==> src/hdl/fcf_pkg.sv <==
// Package for the frame channel filter: frame geometry, CRC-32 constants,
// configuration register indexes, shared types and the byte-wide CRC update.
// No dependencies.
package fcf_pkg;

    // Frame geometry
    localparam int FRAME_BYTES    = 223;
    localparam int HEADER_BYTES   = 5;
    localparam int CRC_DATA_BYTES = 214;

    localparam int POS_W = 8;
    localparam logic [POS_W-1:0] POS_MAX = {POS_W{1'b1}};

    // Region bounds, one bit wider than the position so that the trailer end never wraps
    localparam logic [POS_W:0] CRC_LO   = (POS_W+1)'(HEADER_BYTES);
    localparam logic [POS_W:0] CRC_HI   = (POS_W+1)'(HEADER_BYTES + CRC_DATA_BYTES);
    localparam logic [POS_W:0] TRL_HI   = (POS_W+1)'(HEADER_BYTES + CRC_DATA_BYTES + 4);
    localparam logic [POS_W-1:0] FRAME_LEN = POS_W'(FRAME_BYTES);

    // CRC-32, reflected
    localparam logic [31:0] CRC_POLY    = 32'hEDB8_8320;
    localparam logic [31:0] CRC_XOROUT  = 32'hFFFF_FFFF;
    localparam logic [31:0] CRC_START_RESET = 32'h6AAA_C1C5;

    localparam logic [2:0] WANTED_CHAN_RESET = 3'd1;

    // Configuration register indexes
    localparam int CFG_IDX_W = 2;
    localparam logic [CFG_IDX_W-1:0] CFG_CRC_START   = 2'd0;
    localparam logic [CFG_IDX_W-1:0] CFG_WANTED_CHAN = 2'd1;

    typedef struct packed {
        logic [7:0] data;
        logic       last;
    } byte_item_t;

    typedef struct packed {
        logic [15:0] spacecraft_word;
        logic [2:0]  channel_id;
        logic        channel_match;
        logic        length_ok;
        logic        crc_ok;
    } result_t;

    // One byte through the reflected CRC-32: a fixed XOR network
    function automatic logic [31:0] crc_byte(input logic [31:0] crc, input logic [7:0] b);
        logic [31:0] v;
        v = {24'd0, crc[7:0] ^ b};
        for (int i = 0; i < 8; i++) begin
            v = v[0] ? ((v >> 1) ^ CRC_POLY) : (v >> 1);
        end
        return (crc >> 8) ^ v;
    endfunction

endpackage

==> src/hdl/fcf_in_reg.sv <==
// Input register for the frame channel filter: holds one byte transaction
// until the frame tracker takes it. Depends on fcf_pkg.
module fcf_in_reg (
    input  logic               clk,
    input  logic               rst_n,
    input  logic               in_valid,
    input  fcf_pkg::byte_item_t in_item,
    input  logic               move,
    output logic               stall,
    output logic               hold_valid,
    output fcf_pkg::byte_item_t hold_item
);

    logic               valid_reg;
    logic               valid_next;
    fcf_pkg::byte_item_t item_reg;
    logic               load;

    // Stall only while a held byte cannot move on
    assign stall = valid_reg && !move;
    assign load  = in_valid && !stall;

    always_comb
    begin
        valid_next = valid_reg;
        if (load)
        begin
            valid_next = 1'b1;
        end
        else if (move)
        begin
            valid_next = 1'b0;
        end
    end

    always_ff @(posedge clk or negedge rst_n)
    begin
        if (!rst_n)
        begin
            valid_reg <= 1'b0;
        end
        else
        begin
            valid_reg <= valid_next;
        end
    end

    // Capture the payload on every accepted transaction
    always_ff @(posedge clk)
    begin
        if (load)
        begin
            item_reg <= in_item;
        end
    end

    assign hold_valid = valid_reg;
    assign hold_item  = item_reg;

endmodule

==> src/hdl/fcf_frame_track.sv <==
// Frame tracker: byte position, header word, CRC register and trailer word,
// and the per-frame verdict at the last byte. Depends on fcf_pkg.
module fcf_frame_track (
    input  logic                clk,
    input  logic                rst_n,
    input  logic                advance,
    input  fcf_pkg::byte_item_t item,
    input  logic [31:0]         crc_start,
    input  logic [2:0]          wanted_chan,
    output fcf_pkg::result_t    res
);

    logic [fcf_pkg::POS_W-1:0] pos_reg;
    logic [fcf_pkg::POS_W-1:0] pos_next;
    logic [fcf_pkg::POS_W-1:0] count;
    logic [15:0] hdr_reg;
    logic [15:0] hdr_next;
    logic [31:0] crc_reg;
    logic [31:0] crc_cur;
    logic [31:0] crc_next;
    logic [31:0] trl_reg;
    logic [31:0] trl_cur;
    logic [31:0] trl_next;
    logic [fcf_pkg::POS_W:0] pos_ext;
    logic        first;
    logic        in_crc;
    logic        in_trl;
    logic        len_ok;

    assign first   = (pos_reg == '0);
    assign pos_ext = {1'b0, pos_reg};
    assign in_crc  = (pos_ext >= fcf_pkg::CRC_LO) && (pos_ext < fcf_pkg::CRC_HI);
    assign in_trl  = (pos_ext >= fcf_pkg::CRC_HI) && (pos_ext < fcf_pkg::TRL_HI);

    // Restart the running values at the first byte of a frame
    assign crc_cur = first ? crc_start : crc_reg;
    assign trl_cur = first ? 32'd0 : trl_reg;

    always_comb
    begin
        hdr_next = hdr_reg;
        if (first)
        begin
            hdr_next = {item.data, 8'd0};
        end
        else if (pos_reg == fcf_pkg::POS_W'(1))
        begin
            hdr_next = {hdr_reg[15:8], item.data};
        end
    end

    assign crc_next = in_crc ? fcf_pkg::crc_byte(crc_cur, item.data) : crc_cur;
    assign trl_next = in_trl ? {trl_cur[23:0], item.data} : trl_cur;

    // Saturating byte count, cleared after the last byte
    assign count    = (pos_reg == fcf_pkg::POS_MAX) ? pos_reg : pos_reg + 1'b1;
    assign pos_next = item.last ? '0 : count;

    assign len_ok = (count == fcf_pkg::FRAME_LEN);

    // Verdict for the frame that ends with this byte
    always_comb
    begin
        res.spacecraft_word = hdr_next;
        res.channel_id      = hdr_next[3:1];
        res.channel_match   = (hdr_next[3:1] == wanted_chan);
        res.length_ok       = len_ok;
        res.crc_ok          = len_ok && ((crc_next ^ fcf_pkg::CRC_XOROUT) == trl_next);
    end

    always_ff @(posedge clk or negedge rst_n)
    begin
        if (!rst_n)
        begin
            pos_reg <= '0;
        end
        else if (advance)
        begin
            pos_reg <= pos_next;
        end
    end

    always_ff @(posedge clk)
    begin
        if (advance)
        begin
            hdr_reg <= hdr_next;
            crc_reg <= crc_next;
            trl_reg <= trl_next;
        end
    end

    // A frame end always returns the position to the frame start
    assert property (@(posedge clk) disable iff (!rst_n)
        advance && item.last |=> pos_reg == '0)
        else $error("position not cleared after frame end");

    // The count never wraps back to zero inside a frame
    assert property (@(posedge clk) disable iff (!rst_n)
        advance && !item.last |=> pos_reg != '0)
        else $error("position wrapped inside a frame");

    // Position moves only on an accepted byte
    assert property (@(posedge clk) disable iff (!rst_n)
        !advance |=> $stable(pos_reg))
        else $error("position changed without a byte");

endmodule

==> src/hdl/fcf_out_reg.sv <==
// Result register for the frame channel filter: holds one verdict until the
// receiver takes it. Depends on fcf_pkg.
module fcf_out_reg (
    input  logic             clk,
    input  logic             rst_n,
    input  logic             load,
    input  fcf_pkg::result_t res_in,
    input  logic             out_stall,
    output logic             busy,
    output logic             out_valid,
    output fcf_pkg::result_t res_out
);

    logic             valid_reg;
    logic             valid_next;
    fcf_pkg::result_t res_reg;

    assign busy = valid_reg && out_stall;

    // Hold a stalled verdict, drop it once taken
    always_comb
    begin
        valid_next = valid_reg;
        if (load)
        begin
            valid_next = 1'b1;
        end
        else if (!out_stall)
        begin
            valid_next = 1'b0;
        end
    end

    always_ff @(posedge clk or negedge rst_n)
    begin
        if (!rst_n)
        begin
            valid_reg <= 1'b0;
        end
        else
        begin
            valid_reg <= valid_next;
        end
    end

    always_ff @(posedge clk)
    begin
        if (load)
        begin
            res_reg <= res_in;
        end
    end

    assign out_valid = valid_reg;
    assign res_out   = res_reg;

    // A new verdict never overwrites one still waiting
    assert property (@(posedge clk) disable iff (!rst_n)
        load |-> !busy)
        else $error("verdict overwritten while stalled");

    // A reported CRC pass implies a correct length
    assert property (@(posedge clk) disable iff (!rst_n)
        valid_reg |-> (!res_reg.crc_ok || res_reg.length_ok))
        else $error("crc_ok without length_ok");

    // The channel field is always taken from the spacecraft word
    assert property (@(posedge clk) disable iff (!rst_n)
        valid_reg |-> res_reg.channel_id == res_reg.spacecraft_word[3:1])
        else $error("channel_id inconsistent with spacecraft_word");

endmodule

==> src/hdl/frame_channel_filter_crc32_check.sv <==
// A byte is held in the input register until the frame tracker processes it; a verdict
// is registered in the result register when the last byte of a frame is processed.
// Throughput: one byte per cycle; input stalls only when a last byte meets a
// verdict still held by a stalled receiver (one result register).
// Reset: asynchronous, active low; clears valids and the byte position and
// loads crc_start_value 0x6AAAC1C5 and wanted_channel 1. Depends on fcf_pkg.
module frame_channel_filter_crc32_check (
    input  logic                          clk,
    input  logic                          rst_n,
    // Configuration write channel
    input  logic                          cfg_valid,
    output logic                          cfg_ready,
    input  logic [fcf_pkg::CFG_IDX_W-1:0] cfg_index,
    input  logic [31:0]                   cfg_data,
    // Byte input channel
    input  logic                          in_valid,
    output logic                          in_stall,
    input  logic [7:0]                    data_byte,
    input  logic                          last_byte,
    // Verdict output channel
    output logic                          out_valid,
    input  logic                          out_stall,
    output logic [15:0]                   spacecraft_word,
    output logic [2:0]                    channel_id,
    output logic                          channel_match,
    output logic                          length_ok,
    output logic                          crc_ok
);

    logic [31:0]         crc_start_reg;
    logic [2:0]          wanted_chan_reg;
    fcf_pkg::byte_item_t in_item;
    fcf_pkg::byte_item_t hold_item;
    logic                hold_valid;
    logic                move;
    logic                advance;
    logic                out_busy;
    fcf_pkg::result_t    res_comb;
    fcf_pkg::result_t    res_out;

    // Configuration registers, always ready
    assign cfg_ready = 1'b1;

    always_ff @(posedge clk or negedge rst_n)
    begin
        if (!rst_n)
        begin
            crc_start_reg   <= fcf_pkg::CRC_START_RESET;
            wanted_chan_reg <= fcf_pkg::WANTED_CHAN_RESET;
        end
        else if (cfg_valid && cfg_ready)
        begin
            unique case (cfg_index)
                fcf_pkg::CFG_CRC_START:   crc_start_reg   <= cfg_data;
                fcf_pkg::CFG_WANTED_CHAN: wanted_chan_reg <= cfg_data[2:0];
                default: ;
            endcase
        end
    end

    assign in_item.data = data_byte;
    assign in_item.last = last_byte;

    // A held byte moves on unless it ends a frame and the verdict slot is blocked
    assign move    = !hold_item.last || !out_busy;
    assign advance = hold_valid && move;

    fcf_in_reg u_in_reg (
        .clk        (clk),
        .rst_n      (rst_n),
        .in_valid   (in_valid),
        .in_item    (in_item),
        .move       (move),
        .stall      (in_stall),
        .hold_valid (hold_valid),
        .hold_item  (hold_item)
    );

    fcf_frame_track u_frame_track (
        .clk         (clk),
        .rst_n       (rst_n),
        .advance     (advance),
        .item        (hold_item),
        .crc_start   (crc_start_reg),
        .wanted_chan (wanted_chan_reg),
        .res         (res_comb)
    );

    fcf_out_reg u_out_reg (
        .clk       (clk),
        .rst_n     (rst_n),
        .load      (advance && hold_item.last),
        .res_in    (res_comb),
        .out_stall (out_stall),
        .busy      (out_busy),
        .out_valid (out_valid),
        .res_out   (res_out)
    );

    assign spacecraft_word = res_out.spacecraft_word;
    assign channel_id      = res_out.channel_id;
    assign channel_match   = res_out.channel_match;
    assign length_ok       = res_out.length_ok;
    assign crc_ok          = res_out.crc_ok;

    // Input stalls only for a frame end blocked by a waiting verdict
    assert property (@(posedge clk) disable iff (!rst_n)
        in_stall |-> hold_valid && hold_item.last && out_valid && out_stall)
        else $error("input stalled without a blocked frame end");

    // A processed frame end shows a verdict on the next cycle
    assert property (@(posedge clk) disable iff (!rst_n)
        advance && hold_item.last |=> out_valid)
        else $error("frame end produced no verdict");

    // A verdict appears only after a frame end was processed
    assert property (@(posedge clk) disable iff (!rst_n)
        $rose(out_valid) |-> $past(advance && hold_item.last))
        else $error("verdict without a frame end");

endmodule

==> config.mk <==
export PLATFORM = sky130hd
export DESIGN_NAME = frame_channel_filter_crc32_check
export DESIGN_NICKNAME = d
export VERILOG_FILES = /design/src/hdl/fcf_pkg.sv /design/src/hdl/fcf_in_reg.sv /design/src/hdl/fcf_frame_track.sv /design/src/hdl/fcf_out_reg.sv /design/src/hdl/frame_channel_filter_crc32_check.sv
export SDC_FILE = /design/constraint.sdc
export NUM_CORES = 1
export LEC_CHECK = 0
export BUFFER_PORTS_ARGS = -buffer_cell sky130_fd_sc_hd__buf_4
export CAP_MARGIN = 20
export CORE_ASPECT_RATIO = 0.6
export CORE_MARGIN = 2
export CORE_UTILIZATION = 55
export CTS_BUF_LIST = sky130_fd_sc_hd__clkbuf_16
export CTS_CLUSTER_DIAMETER = 200
export DETAILED_ROUTE_END_ITERATION = 10
export PLACE_DENSITY = 0.77
export SLEW_MARGIN = 20
export SYNTH_ARGS = -nofsm -noshare
export SYNTH_HDL_FRONTEND = slang
export SYNTH_SLANG_ARGS = --single-unit
==> constraint.sdc <==
create_clock -name clk -period 3.37 [get_ports clk]
set_input_delay 0.337 -clock clk [delete_from_list [all_inputs] [get_ports clk]]
set_output_delay 0.337 -clock clk [all_outputs]
set_load 0.02 [all_outputs]
==> results.yml, run 1 <==
critical_path:
  rr_startpoint: "u_frame_track.pos_reg[0]$_DFFE_PN0P_"
  crit_buf_inv: 3
  crit_family: "simple AND/OR/NAND/NOR gates"
  max_stage_delay_ns: 0.41
  critPathCapture: "u_out_reg.res_out[0]$_DFFE_PP_"
  endpoint_kind: "register"
  r2r-end: "u_out_reg.res_out[0]$_DFFE_PP_"
  slowest_stage: "dfrtp_1"
  worstPathArrival_ns: 3.78
  cp.depth: 13
  worstPathMaxFanout: 5
  path_class: "register to register"
  crit_chain: "buf_4 > ha_4 > xnor2_4 > buf_4 > or3_4 > buf_8 > mux2i_2 > o22ai_1 > and4b_2 > o221ai_2 > a2111oi_2 > nand4_1 > nor4b_2"
  cp.required_ns: 3.62
  r2r_setup_slack_ns: -0.16
  cp-startpoint: "u_frame_track.pos_reg[0]$_DFFE_PN0P_"
  cp_common_cell: "buf_4"
  worst_setup_path_start_kind: "register"
  ff2ff_path_depth: 13
finish:
  area_delta_synth_final_pct: 32.38
  nFillCells: 1012
  layout-drive-gt1-share_pct: 38.09
  final_common_cell: "buf_4"
  final_cells: 1186
  final_cell_mix: "buf_4, edfxtp_1, nand2_1, xnor2_1, nor2_1"
  final_nets: 1020
grt:
  grt_overflow_total: 0
  antenna_found_initial: 1
  grtUsageTotal_pct: 32.72
  grt_pass1_wl_um: 41630
  grt_max_degree: 62
  grt_pass1_vias: 7098
timing:
  fin_tns_setup_ns: -0.1603
  maxSlewHeadroom_pct: 34.25
  finalClockSkew_ns: 0.01450
  final.setup.worst_slack_ns: -0.1603
  worst_pin_slew_ns: 0.9863
  fin_crit_ns: 3.530
  slew_violations: 0
  fmax_mhz: 283.3
  hold_viol: 0
  whs_ns: 0.08348
  rsz0062_at_grt: "true"
  setup_viol: 1
  finalCritPeriodShare_pct: 104.8
floorplan:
  die_y_um: 101.7
  rows: 35
  die_x_um: 166.8
  core_area_mm2: 0.01546
  die-area_mm2: 0.01696
  initial_core_util_pct: 56.58
  io_pins: 73
place:
  post-dp-hpwl_um: 18520
  place_congestion: 0.9381
  port_buffers: 71
  pre_cts_slack_ns: -0.3478
  place_inst: 1118
logic_synthesis:
  async_flop_share_pct: 29.41
  synth_seq_cells: 153
  synth_nets: 829
  seq_area_frac_synth_pct: 50.19
  ys_warn_count: 0
  synth_cell_type_count: 76
  ys.flop_type: "edfxtp_1"
  netlist_area_mm2: 0.008746
  avgSynthCellArea_um2: 11.24
  synth_cells: 778
  synth_edf_count: 108
clock_network:
  cts.sinks: 153
  clk_latency_ns: 0.44
  cts_max_path_buffers: 2
  clkTransAtPathRegs_ns: 0.07
  tritoncts: "yes"
  cts_buffers: 17
  h-tree-depth: 4
  root_buffer: "clkbuf_16"
worst_hold_path:
  holdCritPathClass: "primary input to register"
power:
  irDropWorstVdd_v: 0.0008268
  seq_power_share_pct: 27.9
  p_switching_mw: 3.912
  switching_share_pct: 38.45
  combPwrFrac_pct: 53.7
  p_total_mw: 10.17
  power.clock.fraction_pct: 18.4
  power_density_mw_per_mm2: 878.8
  internal_power_mw: 6.263
  p_leak_nw: 4.815
route:
  viasPerCell: 6.095
  wl_um: 27070
  antenna_left: 0
  route.detailed.drc: 0
  dr_total_vias: 7229
  drtIter0Drc: 853
  drt-wirelength-per-cell_um: 22.82
  dr.pass1.iters: 5
outcome:
  violations: "negative setup slack"
  status: "finished, violations left"
run:
  drv_cap: 0
per-stage QoR:
| stage | area (um^2) | util [%] |
|---|---|---|
| floorplan | 8751 | - |
| global placement | 10250 | 66.33 |
| detailed placement | 10250 | 66.33 |
| CTS | 11390 | 73.69 |
| global route | 11570 | 74.88 |
| finish | 11580 | 74.89 |
timing repair:
action | CTS | global route
buffers inserted | 24 | 9
endpoints found under the hold margin | 29 | 0
resized for setup | 59 | 20
gates cloned | 3 | 0
setup endpoints to repair | 4 | 3
pin swaps | 26 | 22
hold buffers | 1 | 0
power by group through the flow:
stage	logic [mW]	clock network [mW]	registers, mW
global placement	4.39	0	2.83
floorplan	2.90	0	2.75
finish	5.46	1.87	2.84
global route	5.74	1.97	2.86
detailed placement	4.45	0	2.84
CTS	4.99	1.89	2.82
cell type report:
cell class              count  area (um^2)  share of cell area [%]
diodes                      1        2.502                 0.02161
clock buffers              17        425.4                   3.674
clock inverters            15        137.6                   1.189
inverters                  19        71.32                  0.6160
multi-input cells         555         4419                   38.17
flip-flops and latches    153         4390                   37.92
well taps                 203        254.0                   2.194
repair buffers            223         1877                   16.21
worst register-to-register path: stages (launching register included):
cell       delay [ns]
dfrtp_1          0.41
buf_4            0.16
ha_4             0.18
xnor2_4          0.15
buf_4            0.15
or3_4            0.40
buf_8            0.15
mux2i_2          0.27
o22ai_1          0.16
and4b_2          0.36
o221ai_2         0.14
a2111oi_2        0.38
nand4_1          0.19
nor4b_2          0.26
logic make-up (layout without fill, tap and decap cells):
| family | Yosys count | after routing | synth area share [%] |
|---|---|---|---|
| xor gates and xnor gates | 107 | 107 | 12.20 |
| AOI/OAI and AO/OA | 141 | 141 | 11.37 |
| and+or+nand+nor | 227 | 228 | 12.98 |
| adders and majority gates | 3 | 3 | 0.4292 |
| DFF | 153 | 153 | 50.19 |
| muxes | 75 | 75 | 9.184 |
| other | 1 | 2 | 0.04288 |
| buffers and inverters | 71 | 274 | 3.605 |
cells in the mapped netlist (3+ instances only):
| cell type | instances | share of area, % |
|---|---|---|
| clkbuf_1 | 27 | 1.2 |
| buf_4 | 5 | 0.43 |
| inv_1 | 18 | 0.77 |
| dfrtp_1 | 29 | 8.3 |
| a31o_2 | 4 | 0.40 |
| mux2_2 | 29 | 3.7 |
| xnor2_2 | 6 | 1.1 |
| mux2i_1 | 44 | 5.0 |
| nand2_1 | 80 | 3.4 |
| o21ai_0 | 28 | 1.6 |
| or3_1 | 8 | 0.57 |
| o311ai_4 | 3 | 0.90 |
| a31oi_1 | 8 | 0.57 |
| o211ai_1 | 3 | 0.26 |
| nor2_1 | 51 | 2.2 |
| a21oi_1 | 46 | 2.6 |
| a41oi_1 | 3 | 0.30 |
| xnor3_1 | 4 | 1.0 |
| buf_1 | 6 | 0.26 |
| and3_1 | 9 | 0.64 |
| nor4b_1 | 4 | 0.40 |
| o22ai_1 | 7 | 0.50 |
| nor2b_1 | 15 | 1.1 |
| buf_2 | 11 | 0.63 |
| nand3_1 | 19 | 1.1 |
| xnor2_1 | 61 | 6.1 |
| nor4_1 | 4 | 0.29 |
| edfxtp_1 | 108 | 37 |
| ha_1 | 3 | 0.43 |
| and2_1 | 4 | 0.29 |
| o21a_1 | 3 | 0.26 |
| dfstp_2 | 16 | 4.8 |
| nand4_1 | 13 | 0.93 |
| xor2_1 | 34 | 3.4 |
| nor3_1 | 6 | 0.34 |
| o311ai_2 | 3 | 0.56 |
| o31ai_1 | 4 | 0.34 |
| a21o_1 | 3 | 0.26 |
worst min-delay path by stage:
stage                     startpoint                              endpoint  slack [ns]  cells past startpoint
after floorplan                rst_n         crc_start_reg[10]$_DFFE_PN0P_        0.04                      0
after global placement         rst_n  u_frame_track.pos_reg[0]$_DFFE_PN0P_        0.40                      1
after detailed placement       rst_n  u_frame_track.pos_reg[1]$_DFFE_PN0P_        0.41                      1
after CTS                  last_byte       u_in_reg.hold_item[0]$_DFFE_PP_        0.07                      1
after global routing       last_byte       u_in_reg.hold_item[0]$_DFFE_PP_        0.07                      1
final                      last_byte       u_in_reg.hold_item[0]$_DFFE_PP_        0.08                      1
layer usage:
metal | GRT usage, % | wire length, um
met5 | 0 | 0
met4 | 9.350 | 520
met3 | 6.917 | 3099
met2 | 50.38 | 11820
met1 | 47.44 | 11630
(Power assumes the default switching activity.)
==> run 2, diff against run 1 <==
CORE_MARGIN = default   (was 2)
clock period = 3 ns   (was 3.37 ns; I/O delays follow)
==> run 2 against run 1 <==
Compared with the run above: the run still ends with negative setup slack left; global-route usage increased by 3.5 points; sequential power increased by 12%; total power up 24%; combinational power increased by 34%; die area decreased by 3.1%; cell count up 4.8%; first-iteration DRC count grew 18%; clock skew down 0.0015 ns; routed wire length grew 9.8%; critical endpoint unchanged; highest routed layer unchanged.
==> results.yml, run 2 (synthesized netlist as in run 1, its figures left out) <==
finish:
  final_common_cell: "buf_4"
  multi_input_area_mm2: 0.004583
  area_delta_synth_final_pct: 39.70
  n_antenna_cell: 0
  final_cells: 1243
  final_nets: 1078
  post-route-util_pct: 79.04
  final_cell_mix: "buf_4, edfxtp_1, nand2_1, nor2_1"
  regArea_mm2: 0.004389
  layout-drive-gt1-share_pct: 42.79
  nFillCells: 874
route:
  antenna_left: 0
  drt-wirelength-per-cell_um: 23.91
  dr.pass1.iters: 8
  viasPerCell: 6.255
  wl_um: 29720
  route.detailed.drc: 0
  dr_total_vias: 7775
  drtIter0Drc: 1008
clock_network:
  cts_max_path_buffers: 2
  h-tree-depth: 4
  root_buffer: "clkbuf_16"
  tritoncts: "yes"
  cts.sinks: 153
  clkTransAtPathRegs_ns: 0.07
  clk_latency_ns: 0.43
  cts_buffers: 17
floorplan:
  die-area_mm2: 0.01643
  die_x_um: 164.8
  core_area_mm2: 0.01546
  initial_core_util_pct: 56.58
  rows: 35
  die_y_um: 99.68
  io_pins: 73
grt:
  grtUsageTotal_pct: 36.23
  grt_overflow_total: 0
  antenna_found_initial: 0
  grt_pass1_vias: 7500
  grt_pass1_wl_um: 43360
  grt_max_degree: 47
critical_path:
  endpoint_kind: "register"
  worst_setup_path_start_kind: "register"
  worstPathArrival_ns: 3.89
  cp.required_ns: 3.26
  worstPathMaxFanout: 6
  path_class: "register to register"
worst_hold_path:
  holdCritPathClass: "primary input to register"
timing:
  fmax_mhz: 275.6
  maxSlewHeadroom_pct: 55.70
  setup_viol: 14
  finalClockSkew_ns: 0.01296
  fin_crit_ns: 3.629
  fin_tns_setup_ns: -2.468
  finalCritPeriodShare_pct: 121.0
  final.setup.worst_slack_ns: -0.6287
  rsz0062_at_grt: "true"
  hold_viol: 0
  slew_violations: 0
  worst_pin_slew_ns: 0.6644
power:
  p_leak_nw: 5.162
  irDropWorstVdd_v: 0.0006261
  power_density_mw_per_mm2: 1031
  p_total_mw: 12.59
outcome:
  status: "finished, violations left"
  violations: "negative setup slack"
run:
  drv_cap: 0
place:
  pre_cts_slack_ns: -0.7130
  place_congestion: 0.9876
  post-dp-hpwl_um: 19090
  place_inst: 1157
  port_buffers: 71
## run 2: final timing paths
check / from / end / slack, ns / cells past startpoint
worst max-delay path: u_frame_track.pos_reg[0]$_DFFE_PN0P_ / u_out_reg.res_out[0]$_DFFE_PP_ / -0.63 / 12
worst min-delay path: last_byte / u_in_reg.hold_item[0]$_DFFE_PP_ / 0.04 / 1
worst max register to register: u_frame_track.pos_reg[0]$_DFFE_PN0P_ / u_out_reg.res_out[0]$_DFFE_PP_ / -0.63 / 12
worst min register to register: crc_start_reg[12]$_DFFE_PN0P_ / crc_start_reg[12]$_DFFE_PN0P_ / 0.52 / 1
max in group asynchronous: rst_n / crc_start_reg[1]$_DFFE_PN0P_ / 2.11 / 2
min in group asynchronous: rst_n / crc_start_reg[18]$_DFFE_PN0P_ / 0.45 / 2
## run 2: what timing repair did
action,CTS,global route
gates resized for setup,57,55
endpoints found under the setup margin,18,24
buffers inserted,36,26
hold buffers,1,0
hold endpoints to repair,29,0
pin swaps,19,23
## run 2: routing by layer
| metal | global-route usage [%] | part of all wire, % | routed length [um] |
|---|---|---|---|
| met1 | 51.91 | 39 | 11670 |
| met2 | 54.78 | 44 | 13150 |
| met3 | 9.008 | 13 | 3774 |
| met4 | 10.02 | 3.8 | 1133 |
| met5 | 0 | 0 | 0 |
## run 2: cell type report
type	instances	area share, %
clock buffers	17	3.482
clock inverters	15	1.034
well taps	203	2.079
repair buffers	282	19.39
inverters	19	0.5837
multi-input cells	554	37.51
flip-flops and latches	153	35.92
## run 2: metrics by stage
step / hold slack (ns) / area, um^2
after floorplan: 0.004409 / 8853
after global placement: 0.3548 / 10630
after detailed placement: 0.3712 / 10630
after CTS: 0.03493 / 11780
after global routing: 0.02064 / 12220
final: 0.03794 / 12220
## run 2: power by group
part | internal, mW | total (mW) | switching, mW | leakage [nW]
clock network | 1.14 | 2.09 | 0.950 | 0.270
registers | 2.84 | 3.18 | 0.334 | 1.60
logic | 3.79 | 7.32 | 3.53 | 3.29
total | 7.78 | 12.6 | 4.82 | 5.16
## run 2: worst max-delay path, stage by stage (launching register included)
cell and delay [ns]:
dfrtp_1 0.40, inv_2 0.09, ha_4 0.13, or4b_4 0.53
buf_6 0.18, nor3_1 0.34, nor3_1 0.12, o21ai_0 0.35
mux2i_1 0.20, or3_1 0.36, a2111oi_2 0.33, nand4_1 0.16
nor4b_2 0.27
==> run 3, diff against run 2 <==
CTS_BUF_LIST = default   (was sky130_fd_sc_hd__clkbuf_16)
==> run 3 against run 2 <==
Compared with the run above: the flow still finishes with violations (negative setup slack); sequential power about the same; critical path depth increased by 1; global-route usage unchanged; highest routed layer unchanged; cell count unchanged; count of clock-buffer cells in the layout increased by 2; critical endpoint unchanged; critical path type unchanged; maximum frequency decreased by 1.1%; die area unchanged.
==> results.yml, run 3 (synthesized netlist as in run 1, its figures left out) <==
critical_path:
  rr_startpoint: "u_frame_track.pos_reg[1]$_DFFE_PN0P_"
  worstPathMaxFanout: 17
  path_class: "register to register"
  cp-startpoint: "u_frame_track.pos_reg[1]$_DFFE_PN0P_"
  cp.required_ns: 3.26
  worstPathArrival_ns: 3.93
  worst_setup_path_start_kind: "register"
  endpoint_kind: "register"
run:
  drv_cap: 0
worst_hold_path:
  hp-start: "last_byte"
  holdCritPathClass: "primary input to register"
floorplan:
  initial_core_util_pct: 56.58
  die_y_um: 99.68
  die-area_mm2: 0.01643
  core_area_mm2: 0.01546
  die_x_um: 164.8
  rows: 35
  io_pins: 73
finish:
  final_nets: 1078
  final_cell_mix: "buf_4, edfxtp_1, nand2_1, nor2_1"
  final_common_cell: "buf_4"
  final_design_area_no_fill_mm2: 0.01222
  regArea_mm2: 0.004389
  area_delta_synth_final_pct: 39.70
  multi_input_area_mm2: 0.004583
  layout-drive-gt1-share_pct: 42.79
  nFillCells: 874
  post-route-util_pct: 79.04
  n_antenna_cell: 0
route:
  dr_wl_met3_um: 3627
  route.detailed.drc: 0
  dr.pass1.iters: 8
  m1WireLength_um: 11860
  antenna_left: 0
  wl_um: 29750
  dr_wl_met2_um: 13130
  top_layer: "met4"
  drtIter0Drc: 993
  dr_total_vias: 7776
  drt-wirelength-per-cell_um: 23.93
  viasPerCell: 6.256
timing:
  finalClockSkew_ns: 0.01310
  fin_tns_setup_ns: -2.537
  setup_viol: 15
  slew_violations: 0
  fmax_mhz: 272.7
  final.setup.worst_slack_ns: -0.6675
  whs_ns: 0.03287
  maxSlewHeadroom_pct: 54.75
  hold_viol: 0
  rsz0062_at_grt: "true"
  fin_crit_ns: 3.667
  worst_pin_slew_ns: 0.6787
  finalCritPeriodShare_pct: 122.2
power:
  power_density_mw_per_mm2: 1032
  p_switching_mw: 4.828
  switching_share_pct: 38.28
  combPwrFrac_pct: 58.1
  p_leak_nw: 5.154
  internal_power_mw: 7.785
  seq_power_share_pct: 25.2
  power.clock.fraction_pct: 16.7
  irDropWorstVdd_v: 0.0006231
clock_network:
  cts.sinks: 153
  cts_buffers: 17
  root_buffer: "clkbuf_16"
  cts_max_path_buffers: 2
  clkTransAtPathRegs_ns: 0.07
  clk_latency_ns: 0.44
  tritoncts: "yes"
  h-tree-depth: 4
grt:
  grt_overflow_total: 0
  grt_pass1_wl_um: 43360
  antenna_found_initial: 0
  grtUsageTotal_pct: 36.23
  grt_max_degree: 47
  grt_pass1_vias: 7500
place:
  placed_cell_area_mm2: 0.01063
  pre_cts_slack_ns: -0.7130
  place_congestion: 0.9876
  post-dp-hpwl_um: 19090
  port_buffers: 71
outcome:
  status: "finished, violations left"
  violations: "negative setup slack"
-- run 3: cell types whose count changed in the layout (fill, tap and decap cells not counted) --
cell,previous run,this run
clkbuf_1,0,2
inv_1,18,16
-- run 3: what timing repair did --
item                                    4_1_cts  5_1_grt
hold buffers                                  1        0
resized for setup                            57       55
pin swaps                                    19       23
endpoints found under the setup margin       18       24
buffers inserted                             36       26
endpoints found under the hold margin        29        0
-- run 3: metal layers --
metal  up-vias  track usage, %
met5         -               0
met4         0           10.02
met3       123           9.008
met2       589           54.78
met1      3750           51.91
li1       3314               -
-- run 3: worst paths after layout --
path,end,cells past startpoint,slack [ns]
max in group asynchronous,u_in_reg.hold_valid$_DFFE_PN0P_,2,2.12
min,u_in_reg.hold_item[0]$_DFFE_PP_,1,0.03
min reg2reg,crc_start_reg[12]$_DFFE_PN0P_,1,0.52
max reg2reg,u_out_reg.res_out[0]$_DFFE_PP_,13,-0.67
max,u_out_reg.res_out[0]$_DFFE_PP_,13,-0.67
min in group asynchronous,crc_start_reg[18]$_DFFE_PN0P_,2,0.44
-- run 3: power groups by stage --
stage	registers (mW)	clock network, mW	logic [mW]
global placement	3.15	0	5.43
CTS	3.14	2.08	6.27
detailed placement	3.17	0	5.53
global route	3.21	2.18	7.63
finish	3.18	2.11	7.33
floorplan	3.10	0	3.37
-- run 3: final cells by class --
cell class	instances	share of cell area, %
Tap cell	203	2.079
Timing Repair Buffer	282	19.39
Clock buffer	19	3.543
Multi-Input combinational cell	554	37.51
Clock inverter	13	0.9729
Sequential cell	153	35.92
Inverter	19	0.5837
-- run 3: through the flow --
stage                     total power, mW  instances
after global placement              8.579       1157
final                               12.61       1243
after global routing                13.02       1243
after CTS                           11.49       1226
after detailed placement            8.701       1157
after floorplan                     6.469        778
-- run 3: worst max-delay path, cell delays in order, from the launching register on --
cell       delay [ns]
dfrtp_1          0.37
inv_2            0.07
buf_4            0.13
buf_4            0.13
ha_1             0.20
nand2b_1         0.17
a2111oi_2        0.53
or2_2            0.26
buf_4            0.14
buf_4            0.26
mux2i_1          0.48
a2bb2oi_1        0.33
nand4_1          0.16
nor4b_2          0.27
